$ cat src/rtl/pfa_pkg.sv
// Package with the sizes, status codes and helpers of the page frame allocator.
package pfa_pkg;

  localparam int FRAME_COUNT     = 64;
  localparam int RESERVED_FRAMES = 16;
  localparam int PAGE_SHIFT      = 12;
  localparam int PAGE_BYTES      = 1 << PAGE_SHIFT;
  localparam int MAX_PAGES       = 48;

  localparam int FRAME_W = $clog2(FRAME_COUNT);
  localparam int COUNT_W = $clog2(FRAME_COUNT + 1);
  localparam int OWNER_W = 8;
  localparam int BYTES_W = 19;
  localparam int PAGES_W = BYTES_W + 1 - PAGE_SHIFT;

  localparam logic [1:0] ST_CONTIG  = 2'd0;
  localparam logic [1:0] ST_SCATTER = 2'd1;
  localparam logic [1:0] ST_NOSPACE = 2'd2;
  localparam logic [1:0] ST_FREED   = 2'd3;

  localparam logic OP_ALLOC = 1'b0;
  localparam logic OP_FREE  = 1'b1;

  typedef logic [FRAME_COUNT-1:0] frame_vec_t;

  function automatic frame_vec_t reserved_mask();
    frame_vec_t m;
    for (int i = 0; i < FRAME_COUNT; i++) begin
      m[i] = (i < RESERVED_FRAMES);
    end
    return m;
  endfunction

endpackage

$ cat src/rtl/page_frame_allocator.sv
// First-fit page frame allocator: frame table, request sequencer and result register.
//
// A transaction is taken when start is high and busy is low. An allocate walks the
// 64-entry frame table once (one frame a cycle) to count free frames and find the
// lowest contiguous run, then decides (answering no-space if the request cannot be
// met), and then delivers one result per page at one per cycle; a scattered allocate
// walks the table a second time and delivers a result on each free frame it takes. A
// free walks the owner memory frame by frame (read, then compare) before its result.
// A zero-byte allocate answers in the cycle after it is taken.
// Results appear on the out_ ports for exactly one cycle with out_valid high and
// must be taken then, since the receiver cannot stall the block; busy stays high
// until the cycle that carries the last result of the transaction, in which it is
// already low so that the next transaction can be taken at the end of that cycle.
module page_frame_allocator
  import pfa_pkg::*;
(
  input  logic                   clk,
  input  logic                   rst_n,
  input  logic                   start,
  output logic                   busy,
  input  logic                   in_op,
  input  logic [OWNER_W-1:0]     in_owner_id,
  input  logic [BYTES_W-1:0]     in_request_bytes,
  output logic                   out_valid,
  output logic [1:0]             out_status,
  output logic                   out_has_mapping,
  output logic [5:0]             out_page_index,
  output logic [5:0]             out_frame_number,
  output logic [6:0]             out_frames_freed,
  output logic                   out_last
);

  localparam logic [2:0] S_IDLE     = 3'd0;
  localparam logic [2:0] S_SCAN     = 3'd1;
  localparam logic [2:0] S_DECIDE   = 3'd2;
  localparam logic [2:0] S_CONTIG   = 3'd3;
  localparam logic [2:0] S_SCATTER  = 3'd4;
  localparam logic [2:0] S_FREE_RD  = 3'd5;
  localparam logic [2:0] S_FREE_CHK = 3'd6;

  localparam logic [FRAME_W-1:0] LAST_IDX = FRAME_W'(FRAME_COUNT - 1);

  logic [2:0]          state_r, state_nxt;
  frame_vec_t          frame_busy_r, frame_busy_nxt;
  logic [OWNER_W-1:0]  owner_mem [FRAME_COUNT];
  logic [OWNER_W-1:0]  owner_rd_r;
  logic                mem_we;
  logic [FRAME_W-1:0]  mem_waddr;

  logic [OWNER_W-1:0]  owner_r, owner_nxt;
  logic [PAGES_W-1:0]  pages_r, pages_nxt;
  logic [FRAME_W-1:0]  idx_r, idx_nxt;
  logic [COUNT_W-1:0]  cnt_r, cnt_nxt;
  logic [COUNT_W-1:0]  run_len_r, run_len_nxt;
  logic [FRAME_W-1:0]  run_start_r, run_start_nxt;
  logic                found_r, found_nxt;
  logic [FRAME_W-1:0]  found_start_r, found_start_nxt;
  logic [FRAME_W-1:0]  k_r, k_nxt;

  logic                out_valid_r, out_valid_nxt;
  logic [1:0]          out_status_r, out_status_nxt;
  logic                out_map_r, out_map_nxt;
  logic [5:0]          out_page_r, out_page_nxt;
  logic [5:0]          out_frame_r, out_frame_nxt;
  logic [6:0]          out_freed_r, out_freed_nxt;
  logic                out_last_r, out_last_nxt;

  logic [BYTES_W:0]    bytes_round;
  logic [PAGES_W-1:0]  in_pages;
  logic [COUNT_W-1:0]  run_len_inc;
  logic [FRAME_W-1:0]  contig_frame;
  logic                page_is_last_contig;
  logic                page_is_last_scatter;

  assign bytes_round = {1'b0, in_request_bytes} + (BYTES_W + 1)'(PAGE_BYTES - 1);
  assign in_pages    = bytes_round[BYTES_W:PAGE_SHIFT];
  assign run_len_inc = run_len_r + COUNT_W'(1);
  assign contig_frame = found_start_r + k_r;
  assign page_is_last_contig  = ({{(PAGES_W-FRAME_W){1'b0}}, k_r} + PAGES_W'(1)) == pages_r;
  assign page_is_last_scatter = page_is_last_contig;

  always_comb begin
    state_nxt       = state_r;
    frame_busy_nxt  = frame_busy_r;
    owner_nxt       = owner_r;
    pages_nxt       = pages_r;
    idx_nxt         = idx_r;
    cnt_nxt         = cnt_r;
    run_len_nxt     = run_len_r;
    run_start_nxt   = run_start_r;
    found_nxt       = found_r;
    found_start_nxt = found_start_r;
    k_nxt           = k_r;
    mem_we          = 1'b0;
    mem_waddr       = idx_r;
    out_valid_nxt   = 1'b0;
    out_status_nxt  = out_status_r;
    out_map_nxt     = out_map_r;
    out_page_nxt    = out_page_r;
    out_frame_nxt   = out_frame_r;
    out_freed_nxt   = out_freed_r;
    out_last_nxt    = out_last_r;

    unique case (state_r)
      S_IDLE: begin
        if (start) begin
          owner_nxt   = in_owner_id;
          pages_nxt   = in_pages;
          idx_nxt     = '0;
          cnt_nxt     = '0;
          run_len_nxt = '0;
          found_nxt   = 1'b0;
          k_nxt       = '0;
          if (in_op == OP_FREE) begin
            state_nxt = S_FREE_RD;
          end else if (in_pages == '0) begin
            out_valid_nxt  = 1'b1;
            out_status_nxt = ST_CONTIG;
            out_map_nxt    = 1'b0;
            out_page_nxt   = '0;
            out_frame_nxt  = '0;
            out_freed_nxt  = '0;
            out_last_nxt   = 1'b1;
          end else begin
            state_nxt = S_SCAN;
          end
        end
      end
      S_SCAN: begin
        if (!frame_busy_r[idx_r]) begin
          cnt_nxt     = cnt_r + COUNT_W'(1);
          run_len_nxt = run_len_inc;
          if (run_len_r == '0) begin
            run_start_nxt = idx_r;
          end
          if (!found_r && ({{(PAGES_W-COUNT_W){1'b0}}, run_len_inc} == pages_r)) begin
            found_nxt       = 1'b1;
            found_start_nxt = (run_len_r == '0) ? idx_r : run_start_r;
          end
        end else begin
          run_len_nxt = '0;
        end
        if (idx_r == LAST_IDX) begin
          state_nxt = S_DECIDE;
        end else begin
          idx_nxt = idx_r + FRAME_W'(1);
        end
      end
      S_DECIDE: begin
        idx_nxt = '0;
        k_nxt   = '0;
        if ((owner_r == '0) || (pages_r > PAGES_W'(MAX_PAGES)) ||
            (pages_r > {{(PAGES_W-COUNT_W){1'b0}}, cnt_r})) begin
          out_valid_nxt  = 1'b1;
          out_status_nxt = ST_NOSPACE;
          out_map_nxt    = 1'b0;
          out_page_nxt   = '0;
          out_frame_nxt  = '0;
          out_freed_nxt  = '0;
          out_last_nxt   = 1'b1;
          state_nxt      = S_IDLE;
        end else if (found_r) begin
          state_nxt = S_CONTIG;
        end else begin
          state_nxt = S_SCATTER;
        end
      end
      S_CONTIG: begin
        frame_busy_nxt[contig_frame] = 1'b1;
        mem_we         = 1'b1;
        mem_waddr      = contig_frame;
        out_valid_nxt  = 1'b1;
        out_status_nxt = ST_CONTIG;
        out_map_nxt    = 1'b1;
        out_page_nxt   = 6'(k_r);
        out_frame_nxt  = 6'(contig_frame);
        out_freed_nxt  = '0;
        out_last_nxt   = page_is_last_contig;
        k_nxt          = k_r + FRAME_W'(1);
        if (page_is_last_contig) begin
          state_nxt = S_IDLE;
        end
      end
      S_SCATTER: begin
        idx_nxt = idx_r + FRAME_W'(1);
        if (!frame_busy_r[idx_r]) begin
          frame_busy_nxt[idx_r] = 1'b1;
          mem_we         = 1'b1;
          mem_waddr      = idx_r;
          out_valid_nxt  = 1'b1;
          out_status_nxt = ST_SCATTER;
          out_map_nxt    = 1'b1;
          out_page_nxt   = 6'(k_r);
          out_frame_nxt  = 6'(idx_r);
          out_freed_nxt  = '0;
          out_last_nxt   = page_is_last_scatter;
          k_nxt          = k_r + FRAME_W'(1);
          if (page_is_last_scatter) begin
            state_nxt = S_IDLE;
          end
        end
      end
      S_FREE_RD: begin
        state_nxt = S_FREE_CHK;
      end
      S_FREE_CHK: begin
        if (frame_busy_r[idx_r] && (int'(idx_r) >= RESERVED_FRAMES) &&
            (owner_r != '0) && (owner_rd_r == owner_r)) begin
          frame_busy_nxt[idx_r] = 1'b0;
          cnt_nxt = cnt_r + COUNT_W'(1);
        end
        if (idx_r == LAST_IDX) begin
          out_valid_nxt  = 1'b1;
          out_status_nxt = ST_FREED;
          out_map_nxt    = 1'b0;
          out_page_nxt   = '0;
          out_frame_nxt  = '0;
          out_freed_nxt  = 7'(cnt_nxt);
          out_last_nxt   = 1'b1;
          state_nxt      = S_IDLE;
        end else begin
          idx_nxt   = idx_r + FRAME_W'(1);
          state_nxt = S_FREE_RD;
        end
      end
      default: begin
        state_nxt = S_IDLE;
      end
    endcase
  end

  always_ff @(posedge clk) begin
    if (mem_we) begin
      owner_mem[mem_waddr] <= owner_r;
    end
    owner_rd_r <= owner_mem[idx_r];
  end

  always_ff @(posedge clk) begin
    if (!rst_n) begin
      state_r      <= S_IDLE;
      frame_busy_r <= reserved_mask();
      out_valid_r  <= 1'b0;
    end else begin
      state_r      <= state_nxt;
      frame_busy_r <= frame_busy_nxt;
      out_valid_r  <= out_valid_nxt;
    end
  end

  always_ff @(posedge clk) begin
    owner_r       <= owner_nxt;
    pages_r       <= pages_nxt;
    idx_r         <= idx_nxt;
    cnt_r         <= cnt_nxt;
    run_len_r     <= run_len_nxt;
    run_start_r   <= run_start_nxt;
    found_r       <= found_nxt;
    found_start_r <= found_start_nxt;
    k_r           <= k_nxt;
    out_status_r  <= out_status_nxt;
    out_map_r     <= out_map_nxt;
    out_page_r    <= out_page_nxt;
    out_frame_r   <= out_frame_nxt;
    out_freed_r   <= out_freed_nxt;
    out_last_r    <= out_last_nxt;
  end

  assign busy             = (state_r != S_IDLE);
  assign out_valid        = out_valid_r;
  assign out_status       = out_status_r;
  assign out_has_mapping  = out_map_r;
  assign out_page_index   = out_page_r;
  assign out_frame_number = out_frame_r;
  assign out_frames_freed = out_freed_r;
  assign out_last         = out_last_r;

  a_map_status: assert property (@(posedge clk) disable iff (!rst_n)
    out_valid && out_has_mapping |-> (out_status == ST_CONTIG) || (out_status == ST_SCATTER))
    else $error("mapping result with a non-allocate status");

  a_freed_last: assert property (@(posedge clk) disable iff (!rst_n)
    out_valid && ((out_status == ST_FREED) || (out_status == ST_NOSPACE)) |-> out_last)
    else $error("single-result transaction without last");

  a_mapped_busy: assert property (@(posedge clk) disable iff (!rst_n)
    out_valid && out_has_mapping |-> frame_busy_r[FRAME_W'(out_frame_number)])
    else $error("mapped frame is not marked busy");

  a_reserved: assert property (@(posedge clk) disable iff (!rst_n)
    (frame_busy_r & reserved_mask()) == reserved_mask())
    else $error("reserved frame was released");

  a_idle_busy: assert property (@(posedge clk) disable iff (!rst_n)
    out_valid && !out_last |-> busy)
    else $error("block went idle before the last result");

endmodule
$ cat config.mk
export PLATFORM = sky130hd
export DESIGN_NAME = page_frame_allocator
export DESIGN_NICKNAME = d
export VERILOG_FILES = /design/src/rtl/pfa_pkg.sv /design/src/rtl/page_frame_allocator.sv
export SDC_FILE = /design/constraint.sdc
export NUM_CORES = 1
export LEC_CHECK = 0
export BUFFER_PORTS_ARGS = -buffer_cell sky130_fd_sc_hd__buf_4
export CAP_MARGIN = 15
export CORE_ASPECT_RATIO = 1.25
export CORE_MARGIN = 2
export CORE_UTILIZATION = 45
export CTS_CLUSTER_DIAMETER = 80
export CTS_CLUSTER_SIZE = 25
export DETAILED_ROUTE_END_ITERATION = 10
export PLACE_DENSITY = 0.65
export SETUP_SLACK_MARGIN = 0.2
export SLEW_MARGIN = 20
export SYNTH_ARGS = -nofsm -noshare
export SYNTH_HDL_FRONTEND = slang
export SYNTH_SLANG_ARGS = --single-unit
$ cat constraint.sdc
create_clock -name clk -period 3.5 [get_ports clk]
set_input_delay 0.35 -clock clk [delete_from_list [all_inputs] [get_ports clk]]
set_output_delay 0.35 -clock clk [all_outputs]
set_load 0.02 [all_outputs]
==> results.md <==
- Synth area leaders: edfxtp_1, dfxtp_1, a22oi_1, nor2_1, a221oi_1
- Post-synth top flop: edfxtp_1
- Max Cap Viol: 0
- Global Route Usage Sum: 0.2612
- Die height: 279.7 um
- Cell with the largest stage delay on the worst path: fa_1
- Final setup violation count: 0
- #FFs+latches synth: 666
- CTS tree: yes
- Fillcell total: around 5000
- Layout cells sized above 1: 0.1733
- Routed len/inst: 28.23 um
- Final std cell area, no fill: 31310 um2
- Vias per cell: 6.477
- Slew margin rel.: 0.2257
- GRT Residual Overflow: 0
- Antenna violations before repair: 0
- CP Launch Type: register
- Clock Pin Slew Worst Setup and Hold Paths: 110 ps
- NumNets Final: 2182
- Die ar.: ~63000 um2
- Syn Std Cell Area: 27370 um2
- CP max stage delay: between 400 and 500 ps
- Critical setup path kind: register to register
- Area of the multi-input gates: 7640 um2
- Overall Power: 22.54 mW
- Routability cong.: 0.9908
- CP Max Fanout: 8
- Initial DRT Pass Iterations: 7
- CTS Root Cell: clkbuf_16
- Clock skew: 38.19 ps
- Later-pin clock latency in the skew report: 640 ps
- Starting density of the core: 0.4531
- Worst Tran Pin Value: roughly 1200 ps
- DRC: 0
- CP Capture Type: register
- Syn_nets: 2000
- Post-synth EDFFs: slightly below 600
- Ys async rst share: 0
- I/O pins: 56
- Hold Vio Cnt, Final: 0
- Number of clock sinks: 666
- Gate Count Post-Synth: 1951
- Register area: 19240 um2
- Max Slew Vio Count: 0
- Post-DP Area: 30070 um2
- Worst Path Arrival: about 3600 ps
- Cell taking the most area after synthesis: edfxtp_1
- Final setup TNS: 0 ps
- Fin crit period: 3242 ps
- Worst vdd ir: between 0.0004 and 0.0005 V
- CTS Buf Count: 31
- Area growth from synthesis to layout: 14.40%
- ANT cells: 0
- Hold/Removal Path Class: input pin to register
- Routed WL: approximately 83000 um
- DPL Wire Length: 55440 um
- Via count: 18980
- Rows: 101
- Clock Path Buffers: 3
- Pwr dens: 719.9 nW/um2
- First-pass GRT wire length: 122500 um
- Die X: 224.6 um
- CP Cell Sequence: ha_1, fa_1, a21o_1, a21oi_2, xor2_1, o21ai_2, nor2_1, nand2_1, nor2_1, buf_4
- Cell mode on critical path: nor2_1
- Detailed router's first-iteration violation count: approximately 2300
- Vias in the first global route: roughly 19000
- Area fraction of the dominant cell type after synthesis: 0.6474
- Core Box Area: about 60000 um2
- H-tree lvl count: 1
- Leakage: 10.04 nW
- Post-DRT Antenna Nets: 0
- Synth Warn #: 0
- Max frequency: 0.3085 GHz
- Synth unique cells: 77
- Syn avg cell area: 14.03 um2
- Largest net degree at the start of global routing: 74
- RSZ-0062 raised after global routing: true
- Input/output buffers: 55
- Worst Path Required: just under 4000 ps
- Register area share after synthesis: 0.7030
- Status: completed
- Final worst-path cycle share: 0.9262
flip-flops by register name, summed over array words and instances, names as in the netlist, 7 cells and up:
| register | count |
|---|---|
| owner_mem | 512 |
| frame_busy_r | 64 |
| owner_r | 8 |
| owner_rd_r | 8 |
| pages_r | 8 |
| cnt_r | 7 |
| out_frames_freed | 7 |
| run_len_r | 7 |
critical path: cells and delay by family, from the launching register on:
| kind | cells | cell delay (ps) |
|---|---|---|
| buffers and inverters | 1 | 210 |
| DFF | 1 | 410 |
| AOI/OAI and AO/OA | 3 | 570 |
| xor gates and xnor gates | 1 | 310 |
| adders and majority gates | 2 | 680 |
| and+or+nand+nor | 3 | 780 |
report_power, final:
group | internal, mW | total (mW) | leakage [nW] | switching, mW
combinational | 2.86 | 8.39 | 3.65 | 5.53
sequential | 9.57 | 9.99 | 5.96 | 0.422
clock | 1.70 | 4.16 | 0.432 | 2.46
cell families (layout without fill, tap and decap cells):
group | count (synthesis) | count (layout) | synth area share
compound gates | 566 | 566 | 0.1483
xor+xnor | 53 | 53 | 0.01696
fa+ha+maj | 18 | 18 | 0.008504
buf+inv | 152 | 359 | 0.02304
flops | 666 | 666 | 0.7030
mux | 42 | 42 | 0.01696
simple gates | 454 | 454 | 0.08325
timing repair:
item	4_1_cts	5_1_grt
setup buffers	0	7
resized for setup	4	35
cloned	0	1
pin swaps	0	6
hold buffers	9	0
endpoints found under the setup margin	261	576
hold endpoints to repair	9	0
area by class of cell:
type	instances	area share
Sequential cell	666	0.6145
Clock inverter	6	0.001599
Multi-Input combinational cell	1133	0.2440
Inverter	22	0.002638
Timing Repair Buffer	279	0.07909
Tap cell	772	0.03085
Clock buffer	52	0.02730
worst paths after layout:
path | slack, ps | endpoint | from | cells past startpoint
max | 260 | owner_mem[5][5] | k_r[0] | 10
min | 30 | pages_r[5] | in_request_bytes[17] | 2
max reg2reg | 260 | owner_mem[5][5] | k_r[0] | 10
min reg2reg | 480 | frame_busy_r[46] | frame_busy_r[46] | 2
stage by stage:
stage	utilization	setup slack, ps	hold slack (ps)	std cells
6_report	0.5183	258.3	26.71	2930
3_5_place_dp	0.4977	162.9	449.8	2854
3_3_place_gp	0.4977	151.9	446.0	2854
2_1_floorplan	-	327.1	429.1	1951
5_1_grt	0.5183	161.0	18.46	2930
4_1_cts	0.5144	220.0	6.283	2921
cells in the final DEF, fill, tap and decap left out, drive strengths merged, types with 43 or more instances in the layout:
cell type / n
a22oi: 200
clkbuf: 53
a21oi: 63
edfxtp: 590
nor2: 138
dfxtp: 76
buf: 269
o21ai: 58
nand2: 88
nand3: 43
per-layer routing:
metal  GRT usage  vias up  share of wire
met2      0.4378     1000           0.48
met4      0.1425        0          0.061
met5           0        -              0
met3     0.03556      246          0.076
li1            -     8146              -
met1      0.3288     9587           0.38
synth_stat cells (22+ instances only):
library cell	number
nand2_1	88
a22o_1	41
o21ai_0	56
o311ai_0	24
buf_2	27
nor2_1	137
inv_1	22
mux2i_1	25
nand3_1	43
a221oi_1	41
nor4_1	32
a31oi_1	36
clkbuf_1	73
buf_1	23
a22oi_1	200
a21oi_1	62
xnor2_1	33
edfxtp_1	590
nand4_1	27
o22ai_1	40
dfxtp_1	76
Power figures use the tool's default switching activity.
